`src/hdl/tcc_pkg.sv`:
```
package tcc_pkg;

	localparam logic [7:0] CHAR_TAB = 8'h09;
	localparam logic [7:0] CHAR_LF  = 8'h0a;
	localparam logic [7:0] CHAR_CR  = 8'h0d;
	localparam logic [7:0] GLYPH_SPACE = 8'h20;
	localparam logic [7:0] GLYPH_NONE  = 8'h00;

	localparam logic [1:0] KIND_DRAW   = 2'd0;
	localparam logic [1:0] KIND_SCROLL = 2'd1;
	localparam logic [1:0] KIND_REPORT = 2'd2;

	localparam logic [1:0] LANG_INDENT = 2'd1;

	localparam int MAX_RESULTS = 7;
	localparam int QUEUE_DEPTH = 2;

	typedef enum logic [2:0] {
		OP_DRAW,
		OP_DRAW_ADV,
		OP_TAB,
		OP_LF,
		OP_CR
	} op_t;

	typedef struct packed {
		op_t        op;
		logic [7:0] glyph;
		logic       indent;
	} cmd_t;

endpackage

```
`src/hdl/text_console_cursor.sv`:
```
// Channel   Handshake                    Payload
// item      item_valid / item_stall      char_code, advance, lead_byte_pending
// result    result_valid / result_stall  kind, column, row, glyph, last
// config    cfg_we (no wait)             cfg_wdata -> language_mode
//
// Front classifies each byte and queues it (two entries); the back sequencer
// emits at most one result per cycle into the output register, holding while a result is stalled.
// Each item passes the idle state, then emits its results; for carriage return, a line feed
// without scroll, and a tab fill cut short by the result limit, the main state emits no result first.
// Reset clears cursor, language_mode, queue and output valid; no clearing pass.
// A result stall holds the sequencer past its idle state; inputs keep queuing until the queue fills.
module text_console_cursor #(
	parameter int COLUMNS   = 30,
	parameter int ROWS      = 8,
	parameter int TAB_WIDTH = 4
) (
	input  logic       clk,
	input  logic       arst_n,
	input  logic       cfg_we,
	input  logic [1:0] cfg_wdata,
	input  logic       item_valid,
	output logic       item_stall,
	input  logic [7:0] char_code,
	input  logic       advance,
	input  logic       lead_byte_pending,
	output logic       result_valid,
	input  logic       result_stall,
	output logic [1:0] kind,
	output logic [4:0] column,
	output logic [2:0] row,
	output logic [7:0] glyph,
	output logic       last
);

	logic          q_full;
	logic          q_push;
	tcc_pkg::cmd_t q_cmd;
	logic          q_pop;
	logic          head_valid;
	tcc_pkg::cmd_t head_cmd;

	tcc_front u_front (
		.clk               (clk),
		.arst_n            (arst_n),
		.cfg_we            (cfg_we),
		.cfg_wdata         (cfg_wdata),
		.item_valid        (item_valid),
		.item_stall        (item_stall),
		.char_code         (char_code),
		.advance           (advance),
		.lead_byte_pending (lead_byte_pending),
		.q_full            (q_full),
		.q_push            (q_push),
		.q_cmd             (q_cmd)
	);

	tcc_queue u_queue (
		.clk        (clk),
		.arst_n     (arst_n),
		.push       (q_push),
		.push_cmd   (q_cmd),
		.full       (q_full),
		.pop        (q_pop),
		.head_valid (head_valid),
		.head_cmd   (head_cmd)
	);

	tcc_back #(
		.COLUMNS   (COLUMNS),
		.ROWS      (ROWS),
		.TAB_WIDTH (TAB_WIDTH)
	) u_back (
		.clk          (clk),
		.arst_n       (arst_n),
		.head_valid   (head_valid),
		.head_cmd     (head_cmd),
		.pop          (q_pop),
		.result_valid (result_valid),
		.result_stall (result_stall),
		.kind         (kind),
		.column       (column),
		.row          (row),
		.glyph        (glyph),
		.last         (last)
	);

endmodule

```
`src/hdl/tcc_front.sv`:
```
module tcc_front (
	input  logic            clk,
	input  logic            arst_n,
	input  logic            cfg_we,
	input  logic [1:0]      cfg_wdata,
	input  logic            item_valid,
	output logic            item_stall,
	input  logic [7:0]      char_code,
	input  logic            advance,
	input  logic            lead_byte_pending,
	input  logic            q_full,
	output logic            q_push,
	output tcc_pkg::cmd_t   q_cmd
);

	logic [1:0] language_mode_q;

	always_ff @(posedge clk or negedge arst_n) begin
		if (!arst_n) begin
			language_mode_q <= 2'd0;
		end else if (cfg_we) begin
			language_mode_q <= cfg_wdata;
		end
	end

	assign item_stall = q_full;
	assign q_push     = item_valid && !q_full;

	always_comb begin
		q_cmd.glyph  = char_code;
		q_cmd.indent = (language_mode_q == tcc_pkg::LANG_INDENT) && lead_byte_pending;
		case (char_code)
			tcc_pkg::CHAR_TAB: q_cmd.op = tcc_pkg::OP_TAB;
			tcc_pkg::CHAR_LF:  q_cmd.op = tcc_pkg::OP_LF;
			tcc_pkg::CHAR_CR:  q_cmd.op = tcc_pkg::OP_CR;
			default:           q_cmd.op = advance ? tcc_pkg::OP_DRAW_ADV : tcc_pkg::OP_DRAW;
		endcase
	end

endmodule

```
`src/hdl/tcc_queue.sv`:
```
module tcc_queue (
	input  logic            clk,
	input  logic            arst_n,
	input  logic            push,
	input  tcc_pkg::cmd_t   push_cmd,
	output logic            full,
	input  logic            pop,
	output logic            head_valid,
	output tcc_pkg::cmd_t   head_cmd
);

	localparam int PW = (tcc_pkg::QUEUE_DEPTH > 1) ? $clog2(tcc_pkg::QUEUE_DEPTH) : 1;
	localparam int CNTW = $clog2(tcc_pkg::QUEUE_DEPTH + 1);

	tcc_pkg::cmd_t   entry_q [tcc_pkg::QUEUE_DEPTH];
	logic [PW-1:0]   wr_ptr_q;
	logic [PW-1:0]   rd_ptr_q;
	logic [CNTW-1:0] count_q;
	logic            do_push;
	logic            do_pop;

	assign full       = count_q == CNTW'(tcc_pkg::QUEUE_DEPTH);
	assign head_valid = count_q != '0;
	assign head_cmd   = entry_q[rd_ptr_q];
	assign do_push    = push && !full;
	assign do_pop     = pop && head_valid;

	always_ff @(posedge clk) begin
		if (do_push) begin
			entry_q[wr_ptr_q] <= push_cmd;
		end
	end

	always_ff @(posedge clk or negedge arst_n) begin
		if (!arst_n) begin
			wr_ptr_q <= '0;
			rd_ptr_q <= '0;
			count_q  <= '0;
		end else begin
			if (do_push) begin
				wr_ptr_q <= (wr_ptr_q == PW'(tcc_pkg::QUEUE_DEPTH - 1)) ? '0 : wr_ptr_q + 1'b1;
			end
			if (do_pop) begin
				rd_ptr_q <= (rd_ptr_q == PW'(tcc_pkg::QUEUE_DEPTH - 1)) ? '0 : rd_ptr_q + 1'b1;
			end
			if (do_push && !do_pop) begin
				count_q <= count_q + 1'b1;
			end else if (do_pop && !do_push) begin
				count_q <= count_q - 1'b1;
			end
		end
	end

endmodule

```
`src/hdl/tcc_back.sv`:
```
module tcc_back #(
	parameter int COLUMNS   = 30,
	parameter int ROWS      = 8,
	parameter int TAB_WIDTH = 4
) (
	input  logic            clk,
	input  logic            arst_n,
	input  logic            head_valid,
	input  tcc_pkg::cmd_t   head_cmd,
	output logic            pop,
	output logic            result_valid,
	input  logic            result_stall,
	output logic [1:0]      kind,
	output logic [4:0]      column,
	output logic [2:0]      row,
	output logic [7:0]      glyph,
	output logic            last
);

	localparam int CW   = $clog2(COLUMNS);
	localparam int RW   = (ROWS > 1) ? $clog2(ROWS) : 1;
	localparam int MW   = (TAB_WIDTH > 1) ? $clog2(TAB_WIDTH) : 1;
	localparam int CXW  = (CW > 5) ? CW : 5;
	localparam int RXW  = (RW > 3) ? RW : 3;
	localparam logic [CW-1:0] LAST_COL   = CW'(COLUMNS - 1);
	localparam logic [RW-1:0] LAST_ROW   = RW'(ROWS - 1);
	localparam logic [MW-1:0] LAST_MOD   = MW'(TAB_WIDTH - 1);
	localparam logic [CW-1:0] INDENT_COL = CW'(1);
	localparam logic [MW-1:0] INDENT_MOD = (TAB_WIDTH > 1) ? MW'(1) : MW'(0);

	typedef enum logic [1:0] {
		S_IDLE,
		S_MAIN,
		S_SCROLL,
		S_REPORT
	} state_t;

	state_t          state_q;
	tcc_pkg::cmd_t   cmd_q;
	logic            tab_more_q;
	logic [2:0]      count_q;
	logic [CW-1:0]   col_q;
	logic [RW-1:0]   row_q;
	logic [MW-1:0]   mod_q;
	logic            valid_q;
	logic [1:0]      kind_q;
	logic [4:0]      column_q;
	logic [2:0]      row_out_q;
	logic [7:0]      glyph_q;
	logic            last_q;

	logic            out_free;
	logic            at_right;
	logic            at_bottom;
	logic [CW-1:0]   nl_col;
	logic [MW-1:0]   nl_mod;
	logic [RW-1:0]   nl_row;
	logic [CW-1:0]   st_col;
	logic [RW-1:0]   st_row;
	logic [MW-1:0]   st_mod;
	logic            st_scroll;
	logic            tab_full;
	logic [3:0]      need;
	logic [CXW-1:0]  col_x;
	logic [RXW-1:0]  row_x;

	assign out_free  = !valid_q || !result_stall;
	assign pop       = (state_q == S_IDLE) && head_valid;
	assign at_right  = col_q == LAST_COL;
	assign at_bottom = row_q == LAST_ROW;
	assign col_x     = CXW'(col_q);
	assign row_x     = RXW'(row_q);

	always_comb begin
		nl_col = cmd_q.indent ? INDENT_COL : '0;
		nl_mod = cmd_q.indent ? INDENT_MOD : '0;
		nl_row = at_bottom ? row_q : row_q + 1'b1;
		if (at_right) begin
			st_col    = nl_col;
			st_mod    = nl_mod;
			st_row    = nl_row;
			st_scroll = at_bottom;
		end else begin
			st_col    = col_q + 1'b1;
			st_mod    = (mod_q == LAST_MOD) ? '0 : mod_q + 1'b1;
			st_row    = row_q;
			st_scroll = 1'b0;
		end
		need     = (at_right && at_bottom) ? 4'd3 : 4'd2;
		tab_full = ({1'b0, count_q} + need) > 4'(tcc_pkg::MAX_RESULTS);
	end

	always_ff @(posedge clk or negedge arst_n) begin
		if (!arst_n) begin
			state_q    <= S_IDLE;
			valid_q    <= 1'b0;
			col_q      <= '0;
			row_q      <= '0;
			mod_q      <= '0;
			count_q    <= '0;
			tab_more_q <= 1'b0;
		end else begin
			if (valid_q && !result_stall) begin
				valid_q <= 1'b0;
			end
			case (state_q)
				S_IDLE: begin
					if (head_valid) begin
						cmd_q   <= head_cmd;
						count_q <= '0;
						state_q <= S_MAIN;
					end
				end
				S_MAIN: begin
					if (out_free) begin
						case (cmd_q.op)
							tcc_pkg::OP_CR: begin
								state_q <= S_REPORT;
							end
							tcc_pkg::OP_LF: begin
								col_q <= nl_col;
								mod_q <= nl_mod;
								row_q <= nl_row;
								if (at_bottom) begin
									valid_q   <= 1'b1;
									kind_q    <= tcc_pkg::KIND_SCROLL;
									column_q  <= '0;
									row_out_q <= '0;
									glyph_q   <= tcc_pkg::GLYPH_NONE;
									last_q    <= 1'b0;
								end
								state_q <= S_REPORT;
							end
							tcc_pkg::OP_TAB: begin
								if (tab_full) begin
									state_q <= S_REPORT;
								end else begin
									valid_q    <= 1'b1;
									kind_q     <= tcc_pkg::KIND_DRAW;
									column_q   <= col_x[4:0];
									row_out_q  <= row_x[2:0];
									glyph_q    <= tcc_pkg::GLYPH_SPACE;
									last_q     <= 1'b0;
									count_q    <= count_q + 1'b1;
									col_q      <= st_col;
									row_q      <= st_row;
									mod_q      <= st_mod;
									tab_more_q <= st_mod != '0;
									if (st_scroll) begin
										state_q <= S_SCROLL;
									end else if (st_mod == '0) begin
										state_q <= S_REPORT;
									end
								end
							end
							default: begin
								valid_q    <= 1'b1;
								kind_q     <= tcc_pkg::KIND_DRAW;
								column_q   <= col_x[4:0];
								row_out_q  <= row_x[2:0];
								glyph_q    <= cmd_q.glyph;
								last_q     <= 1'b0;
								tab_more_q <= 1'b0;
								if (cmd_q.op == tcc_pkg::OP_DRAW_ADV) begin
									col_q   <= st_col;
									row_q   <= st_row;
									mod_q   <= st_mod;
									state_q <= st_scroll ? S_SCROLL : S_REPORT;
								end else begin
									state_q <= S_REPORT;
								end
							end
						endcase
					end
				end
				S_SCROLL: begin
					if (out_free) begin
						valid_q   <= 1'b1;
						kind_q    <= tcc_pkg::KIND_SCROLL;
						column_q  <= '0;
						row_out_q <= '0;
						glyph_q   <= tcc_pkg::GLYPH_NONE;
						last_q    <= 1'b0;
						count_q   <= count_q + 1'b1;
						state_q   <= tab_more_q ? S_MAIN : S_REPORT;
					end
				end
				S_REPORT: begin
					if (out_free) begin
						valid_q   <= 1'b1;
						kind_q    <= tcc_pkg::KIND_REPORT;
						column_q  <= col_x[4:0];
						row_out_q <= row_x[2:0];
						glyph_q   <= tcc_pkg::GLYPH_NONE;
						last_q    <= 1'b1;
						state_q   <= S_IDLE;
					end
				end
				default: begin
					state_q <= S_IDLE;
				end
			endcase
		end
	end

	assign result_valid = valid_q;
	assign kind         = kind_q;
	assign column       = column_q;
	assign row          = row_out_q;
	assign glyph        = glyph_q;
	assign last         = last_q;

endmodule

```
`config.mk`:
```
export PLATFORM = sky130hd
export DESIGN_NAME = text_console_cursor
export DESIGN_NICKNAME = d
export VERILOG_FILES = /design/src/hdl/tcc_pkg.sv /design/src/hdl/text_console_cursor.sv /design/src/hdl/tcc_front.sv /design/src/hdl/tcc_queue.sv /design/src/hdl/tcc_back.sv
export SDC_FILE = /design/constraint.sdc
export NUM_CORES = 1
export LEC_CHECK = 0
export ABC_CLOCK_PERIOD_IN_PS = 3400
export BUFFER_PORTS_ARGS = -buffer_cell sky130_fd_sc_hd__buf_2
export CAP_MARGIN = 20
export CORE_ASPECT_RATIO = 0.9
export CORE_MARGIN = 1
export CORE_UTILIZATION = 30
export DETAILED_ROUTE_END_ITERATION = 10
export HOLD_SLACK_MARGIN = 0.08
export PLACE_DENSITY_LB_ADDON = 0.08
export SETUP_SLACK_MARGIN = 0.15
export SLEW_MARGIN = 25
export SYNTH_ARGS = -nofsm -noshare
export SYNTH_HDL_FRONTEND = slang
export SYNTH_SLANG_ARGS = --single-unit
export TNS_END_PERCENT = 50
```
`constraint.sdc`:
```
create_clock -name clk -period 3.4 [get_ports clk]
set_clock_uncertainty 0.05 [all_clocks]
set_input_delay 0 -clock clk [delete_from_list [all_inputs] [get_ports clk]]
set_output_delay 0 -clock clk [all_outputs]
set_load 0.01 [all_outputs]
```
## After elaboration in Yosys (flattened, before gate mapping)

Memories as Yosys holds them, arrays and structs flattened. A register that Yosys moved wholly into a read port is not among the register bits.
Cells that the tools add are included.

- Register bits after elaboration: 42
- Memory bits (writable): 24
- Bits of input ports: 17
- Output and inout port bits: 21
- Word-level logic and storage cells: 176
- Memories kept: 1

- $add $sub $neg: 9
- $lt $le $gt $ge: 1
- Equality and inequality tests: 27
- Mux-type cells: 87
- Bitwise operators: 2
- Reductions and logical operators: 33

Memory list:

| name | words | width | read ports | clocked after Yosys merged registers in | write ports | RTL line | source |
|---|---|---|---|---|---|---|---|
| u_queue.entry_q | 2 | 12 | 1 | 1 | 1 | tcc_queue.sv:15 | `tcc_pkg::cmd_t entry_q [tcc_pkg::QUEUE_DEPTH];` |

Operators by type and width:

| operator | count |
|---|---|
| $pmux W3 S3 | 5 |
| $pmux W5 S3 | 3 |
| $mux W3 | 14 |
| $mux W2 | 20 |
| $mux W5 | 8 |
| $mux W8 | 4 |
| $eq A8 B4 Y1 const B | 3 |
| $pmux W8 S3 | 1 |
| $mux W1 | 21 |
| $pmux W2 S3 | 3 |
| $pmux W8 S2 | 1 |
| $ne A2 B1 Y1 const B | 6 |
| $reduce_and A5 Y1 | 2 |
| $logic_and A1 B1 Y1 | 9 |
| $pmux W1 S3 | 3 |
| $reduce_bool A3 Y1 | 3 |
| $eq A2 B2 Y1 const B | 4 |
| $pmux W2 S4 | 1 |
| $reduce_and A8 Y1 | 1 |
| $reduce_bool A2 Y1 | 4 |
| $reduce_and A7 Y1 | 1 |
| $add A3 B1 Y3 const B | 2 |
| $eq A3 B2 Y1 const B | 2 |
| $eq A3 B3 Y1 const B | 2 |
| 23 further kinds | 36 |

## Logic depth before layout (Yosys ltp)

Gate-level depths: netlist of the first run.

- Depth after elaboration: 10
- Depth in mapped cells: 9
- Gate-level depth less buffers: 7

## Modules after synthesis

From an unflattened synthesis of the first run, not the netlist that was laid out.

- Cell total of the unflattened synthesis: 266
- Area, all modules: 3552.2 um^2

By module, submodules not included:

| module | times used | cells each | area an instance (um^2) | sequential area each (um^2) |
|---|---|---|---|---|
| tcc_back | 1 | 183 | 2250.9 | 1356.3 |
| tcc_queue | 1 | 56 | 1069.8 | 820.8 |
| tcc_front | 1 | 27 | 231.5 | 50.0 |

## Worst setup path after synthesis of the first run

OpenSTA, ideal clock, no wires.

- Kind: flip-flop to flip-flop
- From: register u_back.row_q[0]
- To: register u_back.column_q[0], in the netlist u_back.column[0] (enable)
- Arrival: 2.296 ns
- Data required time: 2.957 ns
- Path slack: 0.661 ns
- Stages on the path, launching flop included: 8
- Clock period less this slack: 2.739 ns
- Path through: dfrtp_1 > ha_1 > ha_1 > and2_1 > a21o_1 > a21oi_1 > o211ai_1 > nor3_1

- Cells in the longest elaborated chain, start to end: 7
- Elaborated cells between the ends (all ways): 8
- Those cells by class: add/sub (1); order compare (1); eq/ne (3); mux (1); reduce/logical (2)

Ends and longest elaborated chain:

| what | RTL line | source |
|---|---|---|
| from (decl) | tcc_back.sv:43 | `logic [RW-1:0] row_q;` |
| from (signal assigned) | tcc_back.sv:123 | `row_q <= nl_row;` |
| from (signal assigned) | tcc_back.sv:146 | `row_q <= st_row;` |
| from (signal assigned) | tcc_back.sv:166 | `row_q <= st_row;` |
| $eq A3 B3 Y1 * | tcc_back.sv:70 | `assign at_bottom = row_q == LAST_ROW;` |
| $logic_and A1 B1 Y1 | tcc_back.sv:89 | `need = (at_right && at_bottom) ? 4'd3 : 4'd2;` |
| $mux W1 | tcc_back.sv:89 |  |
| $add A3 B4 Y4 | tcc_back.sv:90 | `tab_full = ({1'b0, count_q} + need) > 4'(tcc_pkg::MAX_RESULTS);` |
| $gt A4 B3 Y1 | tcc_back.sv:90 |  |
| $ne A3 B3 Y1 (no line) | n/a |  |
| $reduce_and A8 Y1 (no line) * | n/a |  |
| to (signal assigned) | tcc_back.sv:140 | `column_q <= col_x[4:0];` |
| to (signal assigned) | tcc_back.sv:159 | `column_q <= col_x[4:0];` |
| to (signal assigned) | tcc_back.sv:192 | `column_q <= col_x[4:0];` |
| to (decl) | tcc_back.sv:47 | `logic [4:0] column_q;` |

Mark *: on every way between the ends. The rest lies on a longest branch, timed or not.
A chain may end at the register's enable or synchronous reset.

## Final worst setup path of the first run

- From: register u_back.state_q[1]
- To: register u_back.row_q[2]

- Cells in the longest elaborated chain, start to end: 2

Ends and longest elaborated chain:

| what | RTL line | source |
|---|---|---|
| from (decl) | tcc_back.sv:38 | `state_t state_q;` |
| from (signal assigned) | tcc_back.sv:168 | `state_q <= st_scroll ? S_SCROLL : S_REPORT;` |
| from (signal assigned) | tcc_back.sv:185 | `state_q <= tab_more_q ? S_MAIN : S_REPORT;` |
| $eq A2 B1 Y1 | tcc_back.sv:106 | `case (state_q)` |
| $reduce_and A5 Y1 (no line) | n/a |  |

Every way passes these cells.

==> results of run 1 <==
## layer usage
metal | vias up | global-route usage (%) | wire length [um]
met5 | - | 0 | 0
met4 | 0 | 5.49 | 115
met3 | 10 | 3.83 | 230
met2 | 43 | 19.0 | 3120
met1 | 1042 | 15.0 | 3040
li1 | 1099 | - | -
## cells by family (layout without fill, tap and decap cells)
kind of cell | count (synthesis) | count (layout) | share of synthesized area [%]
and+or+nand+nor | 81 | 81 | 12.3
DFF | 78 | 78 | 63.4
AOI/OAI and AO/OA | 48 | 48 | 10.1
muxes | 20 | 20 | 6.62
buffers and inverters | 14 | 84 | 1.53
adders and majority gates | 12 | 12 | 4.27
xor gates and xnor gates | 7 | 7 | 1.74
## cell type report
type,instances,area (um2)
fill,1093,7070
sequential,78,2230
multi-input combinational,168,1230
timing repair buffer,58,385
clock buffer,12,236
tap,156,195
clock inverter,4,48.8
inverter,10,37.5
## cells in the final DEF, fill, tap and decap left out, types with 3 or more instances in the layout
master         Yosys  layout
inv_1             10      10
nand2_1           15      15
buf_4              0       4
dfrtp_1           23      23
nor2_1            19      19
nand3_1            3       3
and3_1            11      11
o211ai_1           3       3
o31ai_1            4       4
mux2_2            14      14
buf_2              1      37
o21ai_0           16      16
mux2i_1            3       3
and2_1             4       4
or2b_1             3       3
ha_1              12      12
edfxtp_1          55      55
nor2b_1            8       8
nand2b_1           3       3
clkbuf_1           2       3
nor3_1             6       6
dlygate4sd3_1      0      17
a21oi_1            8       8
xnor2_1            5       5
clkbuf_16          0       9
mux2_4             3       3
## metrics by stage
step | power [W] | util, % | cells
5_1_grt | 0.00395 | 38.2 | 486
4_1_cts | 0.00375 | 38.2 | 486
3_5_place_dp | 0.00278 | 34.2 | 453
3_3_place_gp | 0.00280 | 34.2 | 453
2_1_floorplan | 0.00240 | - | 260
6_report | 0.00368 | 38.2 | 486
## state kept, by name, summed over array words and instances (netlist names)
signal / cells
u_back.cmd_q: 12
u_back.col_q: 5
u_back.column: 5
u_back.count_q: 3
u_back.glyph: 8
u_back.kind: 2
u_back.last: 1
u_back.mod_q: 2
u_back.result_valid: 1
u_back.row: 3
u_back.row_q: 3
u_back.state_q: 2
u_back.tab_more_q: 1
u_front.language_mode_q: 2
u_queue.count_q: 2
u_queue.entry_q: 24
u_queue.rd_ptr_q: 1
u_queue.wr_ptr_q: 1
## where the power goes
| group | switching [W] | total [W] | internal, W |
|---|---|---|---|
| clock | 0.000354 | 0.000922 | 0.000568 |
| combinational | 0.000618 | 0.00116 | 0.000540 |
| sequential | 0.000202 | 0.00160 | 0.00140 |
## what timing repair did
action	4_1_cts	5_1_grt
hold buffers	17	0
endpoints found under the hold margin	51	0
gates resized for setup	0	0
## worst max-delay path by stage
stage          slack, ns  depth (start not counted)                           from                           to
2_1_floorplan       0.66                          7    u_back.row_q[0]$_DFFE_PN0P_   u_back.column[0]$_DFFE_PP_
3_3_place_gp        0.74                          7  u_back.state_q[1]$_DFFE_PN0P_  u_back.row_q[1]$_DFFE_PN0P_
3_5_place_dp        0.68                          7  u_back.state_q[1]$_DFFE_PN0P_  u_back.row_q[1]$_DFFE_PN0P_
4_1_cts             0.66                          7  u_back.state_q[1]$_DFFE_PN0P_  u_back.row_q[2]$_DFFE_PN0P_
5_1_grt             0.52                          7  u_back.state_q[1]$_DFFE_PN0P_  u_back.row_q[2]$_DFFE_PN0P_
6_report            0.64                          7  u_back.state_q[1]$_DFFE_PN0P_  u_back.row_q[2]$_DFFE_PN0P_
==> qor.yml, run 1 <==
status: "complete, no violations"
cts_tree: "done"
setup_violations: 0
drv_slew: 0
fp.coreArea_um2: 11400
worst-path-buf-inv: 1
io-pin-count: 38
hold_class: "primary input to async pin"
worstPathArrival_ns: 2.92
synth_cells: 260
cts_sinks: 78
finalHoldViolCount: 0
area.growth.synth_to_final_pct: 24.2
grt_max_degree: 26
vias_per_cell: 4.51
worstRegToRegCells: 7
die_area_um2: 12200
ys_types: 45
cts_buffers: 9
synth_area_leaders: "edfxtp_1, dfrtp_1, mux2_2"
clock_path_buffers: 2
dr.pass1.iters: 4
leakage_nw: 1.76
tightestPinTransition_ns: 0.740
antenna_left: 0
rows: 37
dr.first_iter.drc_count: 80
whs_ns: 0.179
gr-total-overflow: 0
die_w_um: 116
postCtsSetupRepairBufs: 0
powerDensity_nw_per_um2: 843
synth-edff-count: 55
cp_max_fo: 11
synth.avg_cell_area_um2: 13.5
cts_root_buf: "clkbuf_16"
drv_cap: 0
reg2reg_to: "u_back.row_q[2]$_DFFE_PN0P_"
synth_top_area_share_pct: 47.0
slowest_delay_ns: 0.45
r2r_slack_ns: 0.64
synth_most_common_cell: "edfxtp_1"
path_delay_family: "simple AND/OR/NAND/NOR gates"
placed_area_um2: 3910
ys.flop_type: "edfxtp_1"
start_util_pct: 30.7
cp_data_required_time_ns: 3.56
drive_gt1_share_pct: 23.6
period_needed_ns: 2.76
rsz0062_at_grt: "false"
ys_seq_elements: 78
synth_seq_area_share_pct: 63.4
fin_tns_setup_ns: 0
synth_area_leader_cell: "edfxtp_1"
port_buffers: 37
layout.nets: 354
async_reset_ff_share_pct: 29.5
synth_common_cells: "edfxtp_1, dfrtp_1, nor2_1"
avgRoutedWirePerCell_um: 13.4
critPathCaptureType: "register"
die_h_um: 105
place.gp.congestion: 0.747
drc: 0
critPathLaunchType: "register"
cp_slowest_cell: "or3_4"
crit_type: "register to register"
relSlewSlack_pct: 50.7
grt_usage_pct: 12.1
dp_slack_ns: 0.681
post-route-cell-area_um2: 4360
hpwl_um: 4570
ir_drop_mv: 0.368
cp_cell_sequence: "inv_1, ha_1, a21bo_4, a2111oi_4, nor2_1, or3_4, mux2_4"
antenna_found_initial: 0
clkTransAtPathRegs_ns: 0.06
synth_nets: 289
insertion_delay_ns: 0.33
diodes: 0
h-tree-depth: 3
routed_wl_um: 6510
yosysWarnings: 0
grt_pass1_wl_um: 10900
min_period_over_period_pct: 81.3
clock.fmax_ghz: 0.362
rr_startpoint: "u_back.state_q[1]$_DFFE_PN0P_"
grt_pass1_vias: 2147
syn_area_um2: 3510
vias: 2194
worst_slack_ns: 0.637
No activity file was read; power rests on OpenSTA's default activity.
==> run 2, diff against run 1 <==
--- a/config.mk
+++ b/config.mk
@@ -5,7 +5,7 @@
 export SDC_FILE = /design/constraint.sdc
 export NUM_CORES = 1
 export LEC_CHECK = 0
-export ABC_CLOCK_PERIOD_IN_PS = 3400
+export ABC_CLOCK_PERIOD_IN_PS = 2680
 export BUFFER_PORTS_ARGS = -buffer_cell sky130_fd_sc_hd__buf_2
 export CAP_MARGIN = 20
 export CORE_ASPECT_RATIO = 0.9
==> constraint.sdc (replaced) <==
create_clock -name clk -period 2.68 [get_ports clk]
set_clock_uncertainty 0.05 [all_clocks]
set_input_delay 0 -clock clk [delete_from_list [all_inputs] [get_ports clk]]
set_output_delay 0 -clock clk [all_outputs]
set_load 0.01 [all_outputs]
==> qor.yml, run 2 (synthesized netlist as in run 1, its figures left out) <==
status: "complete, no violations"
leakage_nw: 1.81  # +3.2%
period_needed_ns: 2.40  # -0.364 ns
drv_cap: 0  # unchanged
hpwl_um: 4830  # +5.8%
relSlewSlack_pct: 58.7  # +8.0 points
grt_usage_pct: 12.8  # +0.76 points
critPathCaptureType: "register"
cts_tree: "done"
critPathLaunchType: "register"
diodes: 0  # unchanged
vias: 2227  # +1.5%
fin_tns_setup_ns: 0  # unchanged
ir_drop_mv: 0.435  # +18%
cp_max_fo: 7  # -4
min_period_over_period_pct: 89.5  # +8.3 points
rows: 37  # unchanged
vias_per_cell: 4.52  # about the same
die_h_um: 105  # unchanged
gr-total-overflow: 0  # unchanged
start_util_pct: 30.7  # unchanged
drv_slew: 0  # unchanged
cts_root_buf: "clkbuf_16"
grt_pass1_wl_um: 11600  # +6.4%
fp.coreArea_um2: 11400  # unchanged
final_common_cell: "edfxtp_1"
tightestPinTransition_ns: 0.619  # -0.121 ns
regMostFlops: "u_queue.entry_q"
h-tree-depth: 3  # unchanged
postCtsSetupRepairBufs: 0  # unchanged
dp_slack_ns: 0.202  # -0.479 ns
cts_buffers: 9  # unchanged
worst_slack_ns: 0.281  # -0.356 ns
layout.nets: 361  # +2.0%
powerDensity_nw_per_um2: 1110  # +32%
grt_pass1_vias: 2193  # +2.1%
r2r_slack_ns: 0.28  # -0.36 ns
dp.cells: 459  # +1.3%
reg2reg_to: "u_back.row_q[2]$_DFFE_PN0P_"
cp_data_required_time_ns: 2.85  # -0.71 ns
place.gp.congestion: 0.817  # +9.5%
grt_max_degree: 15  # -42%
drc: 0  # unchanged
area.growth.synth_to_final_pct: 27.9
layout_common_cells: "edfxtp_1, buf_2, dfrtp_1"
rr_startpoint: "u_back.state_q[1]$_DFFE_PN0P_"
cts_sinks: 78  # unchanged
layoutNonFillerInstCount: 493  # +1.4%
antenna_left: 0  # unchanged
hold_class: "primary input to async pin"
dr.pass1.iters: 4  # unchanged
finalHoldViolCount: 0  # unchanged
dr.first_iter.drc_count: 88  # +10%
worstPathArrival_ns: 2.57  # -0.35 ns
insertion_delay_ns: 0.34  # about the same
antenna_found_initial: 0  # unchanged
drive_gt1_share_pct: 27.0  # +3.4 points
whs_ns: 0.193  # +0.0133 ns
avgRoutedWirePerCell_um: 14.0  # +4.8%
io-pin-count: 38  # unchanged
port_buffers: 37  # unchanged
largest_reg_flops: 24  # unchanged
routed_wl_um: 6920  # +6.3%
setup_violations: 0  # unchanged
clkTransAtPathRegs_ns: 0.07  # about the same
clock.fmax_ghz: 0.417  # +15%
die_area_um2: 12200  # unchanged
crit_type: "register to register"
die_w_um: 116  # unchanged
rsz0062_at_grt: "false"
clock_path_buffers: 2  # unchanged
worstRegToRegCells: 7  # unchanged
-- run 2: cell count changes in the layout (fill, tap and decap cells not counted), moves of 2 or more --
cell	change
buf_4	+6
clkbuf_1	-3
bufinv_16	+2
clkinv_2	-2
ha_1	-2
ha_2	+2
-- run 2: worst max-delay path, cell delays in order (launching register included) --
cell and delay, ns:
dfrtp_1 0.44, inv_1 0.10, ha_2 0.24, a21bo_4 0.27, a2111oi_4 0.36, nor2_1 0.11
or3_4 0.41, mux2_4 0.30
-- run 2: through the flow --
stage | utilization [%] | instance area, um2 | total power (W)
2_1_floorplan | - | 3520 | 0.00305
4_1_cts | 39.2 | 4480 | 0.00506
5_1_grt | 39.3 | 4490 | 0.00535
3_5_place_dp | 34.6 | 3960 | 0.00360
6_report | 39.3 | 4490 | 0.00499
3_3_place_gp | 34.6 | 3960 | 0.00360
-- run 2: repair_timing --
action | CTS | global route
endpoints found under the setup margin | 0 | 21
hold buffers | 18 | 0
gates resized for setup | 0 | 4
endpoints found under the hold margin | 51 | 0
-- run 2: report_power, final --
part           internal [W]  leakage [nW]  switching (W)
sequential          0.00177         0.806       0.000257
combinational      0.000736         0.838       0.000813
clock              0.000913         0.168       0.000500
total               0.00342          1.81        0.00157
-- run 2: how the worst max path moves through the flow --
stage	startpoint	end	slack, ns	cells after the start
2_1_floorplan	u_back.row_q[0]$_DFFE_PN0P_	u_back.glyph[0]$_SDFFCE_PN0P_	0.05	7
3_3_place_gp	u_back.row_q[0]$_DFFE_PN0P_	u_back.row_q[2]$_DFFE_PN0P_	0.25	7
3_5_place_dp	u_back.row_q[0]$_DFFE_PN0P_	u_back.row_q[2]$_DFFE_PN0P_	0.20	7
4_1_cts	u_back.row_q[0]$_DFFE_PN0P_	u_back.row_q[2]$_DFFE_PN0P_	0.18	7
5_1_grt	u_back.state_q[1]$_DFFE_PN0P_	u_back.row_q[1]$_DFFE_PN0P_	0.17	7
6_report	u_back.state_q[1]$_DFFE_PN0P_	u_back.row_q[2]$_DFFE_PN0P_	0.28	7
-- run 2: layer usage --
metal,global-route usage [%],share of wire (%)
met2,19.5,47
met3,3.71,3.6
met5,0,0
met1,17.1,48
met4,5.04,1.9
-- run 2: cell type report --
cell class	count	area, um2
Clock buffer	9	225
Clock inverter	7	120
Inverter	10	37.5
Sequential cell	78	2230
Tap cell	156	195
Timing Repair Buffer	65	440
Fill cell	1109	6940
Multi-Input combinational cell	168	1250
==> run 3, diff against run 2 <==
--- a/config.mk
+++ b/config.mk
@@ -14,6 +14,7 @@
 export DETAILED_ROUTE_END_ITERATION = 10
 export HOLD_SLACK_MARGIN = 0.08
 export PLACE_DENSITY_LB_ADDON = 0.08
+export REMOVE_ABC_BUFFERS = 1
 export SETUP_SLACK_MARGIN = 0.15
 export SLEW_MARGIN = 25
 export SYNTH_ARGS = -nofsm -noshare
==> qor.yml, run 3 (synthesized netlist as in run 1, its figures left out) <==
status: "complete, no violations"
start_util_pct: 30.7  # unchanged
die_area_um2: 12200  # unchanged
grt_pass1_vias: 2232  # +1.8%
dr.first_iter.drc_count: 43  # -51%
hold_class: "primary input to async pin"
leakage_nw: 1.79  # -1.2%
min_period_over_period_pct: 90.2  # +0.70 points
cp_max_fo: 7  # unchanged
cp_data_required_time_ns: 2.85  # about the same
regMostFlops: "u_queue.entry_q"
postCtsSetupRepairBufs: 0  # unchanged
drv_cap: 0  # unchanged
avgRoutedWirePerCell_um: 13.9  # -1.2%
area.growth.synth_to_final_pct: 26.6
gr-total-overflow: 0  # unchanged
die_w_um: 116  # unchanged
cts_tree: "done"
vias: 2230  # +0.13%
rsz0062_at_grt: "false"
hpwl_um: 4720  # -2.3%
wl_met2_um: 3250  # about the same
fp.coreArea_um2: 11400  # unchanged
startpoint: "u_back.state_q[1]$_DFFE_PN0P_"
ir_drop_mv: 0.361  # -17%
critPathLaunchType: "register"
cts_buffers: 9  # unchanged
cp_cell_sequence: "inv_1, ha_2, a21bo_4, a2111oi_4, nor2_1, or3_4, mux2_4"
cts_sinks: 78  # unchanged
placed_area_um2: 3950  # -0.13%
critPathCaptureType: "register"
antenna_left: 0  # unchanged
largest_reg_flops: 24  # unchanged
h-tree-depth: 3  # unchanged
grt_usage_pct: 12.5  # -0.36 points
place.gp.congestion: 0.797  # -2.5%
slowest_delay_ns: 0.46  # +0.02 ns
grt_max_degree: 20  # +5
post-route-cell-area_um2: 4450  # -1.0%
whs_ns: 0.219  # +0.0270 ns
port_buffers: 37  # unchanged
final_common_cell: "edfxtp_1"
antenna_found_initial: 0  # unchanged
clkTransAtPathRegs_ns: 0.06  # about the same
r2r_slack_ns: 0.26  # -0.02 ns
clock.fmax_ghz: 0.414  # -0.78%
layoutNonFillerInstCount: 494  # +0.20%
cp_slowest_cell: "dfrtp_1"
period_needed_ns: 2.42  # +0.0189 ns
clock_path_buffers: 2  # unchanged
topRoutingLayerUsed: "met4"
relSlewSlack_pct: 58.3  # -0.47 points
rr_startpoint: "u_back.state_q[1]$_DFFE_PN0P_"
power.total_w: 0.00479  # -4.1%
layout_common_cells: "edfxtp_1, buf_2, dfrtp_1"
tightestPinTransition_ns: 0.626  # +0.00702 ns
fin_tns_setup_ns: 0  # unchanged
crit_type: "register to register"
drc: 0  # unchanged
layout.nets: 362  # +0.28%
worstRegToRegCells: 7  # unchanged
critPathCapture: "u_back.row_q[2]$_DFFE_PN0P_"
reg2reg_to: "u_back.row_q[2]$_DFFE_PN0P_"
insertion_delay_ns: 0.33  # about the same
io-pin-count: 38  # unchanged
drive_gt1_share_pct: 26.6  # -0.38 points
vias_per_cell: 4.51  # about the same
dp.cells: 459  # unchanged
worstPathArrival_ns: 2.58  # about the same
dr.pass1.iters: 4  # unchanged
setup_violations: 0  # unchanged
wl_met1_um: 3230  # -2.1%
wl_met3_um: 268  # +7.6%
powerDensity_nw_per_um2: 1080  # -3.1%
cts_root_buf: "clkbuf_16"
finalHoldViolCount: 0  # unchanged
routed_wl_um: 6850  # -1.0%
rows: 37  # unchanged
grt_pass1_wl_um: 11200  # -3.3%
drv_slew: 0  # unchanged
die_h_um: 105  # unchanged
diodes: 0  # unchanged
-- run 3: per-layer routing --
metal | GRT usage, % | up-vias
met5 | 0 | -
met4 | 5.22 | 0
met3 | 3.89 | 8
met2 | 19.5 | 46
met1 | 15.8 | 1062
li1 | - | 1114
-- run 3: worst max-delay path: cells and delay by family, from the launching register on --
family | cells | cell delay, ns
simple gates | 2 | 0.52
mux | 1 | 0.30
flops | 1 | 0.46
compound gates | 2 | 0.62
fa+ha+maj | 1 | 0.24
buf+inv | 1 | 0.11
-- run 3: worst min path at each step --
stage          cells past startpoint   start                            end  slack [ns]
6_report                           3  arst_n  u_back.count_q[1]$_DFFE_PN0P_        0.22
5_1_grt                            3  arst_n  u_back.count_q[1]$_DFFE_PN0P_        0.25
4_1_cts                            3  arst_n  u_back.count_q[1]$_DFFE_PN0P_        0.24
3_5_place_dp                       1  arst_n  u_back.tab_more_q$_DFFE_PN0P_       -0.20
3_3_place_gp                       1  arst_n  u_back.tab_more_q$_DFFE_PN0P_       -0.20
2_1_floorplan                      0  arst_n    u_back.col_q[0]$_DFFE_PN0P_       -0.35
-- run 3: what timing repair did --
item | in CTS | in global routing
endpoints found under the hold margin | 51 | 0
hold buffers | 18 | 0
resized for setup | 0 | 6
endpoints found under the setup margin | 0 | 21
-- run 3: where the power goes --
group	switching, W	internal [W]
Combinational	0.000818	0.000747
Sequential	0.000260	0.00177
Clock	0.000472	0.000719
-- run 3: cell type report --
class,count,area [um2]
clock buffer,10,229
clock inverter,6,62.6
fill,1096,6990
inverter,10,37.5
multi-input combinational,168,1250
sequential,78,2230
tap,156,195
timing repair buffer,66,449
-- run 3: through the flow --
stage / setup WS [ns] / utilization [%]
after CTS: 0.207 / 38.7
final: 0.262 / 38.9
after global routing: 0.161 / 38.9
after floorplan: -0.0591 / -
after detailed placement: 0.228 / 34.6
after global placement: 0.252 / 34.6
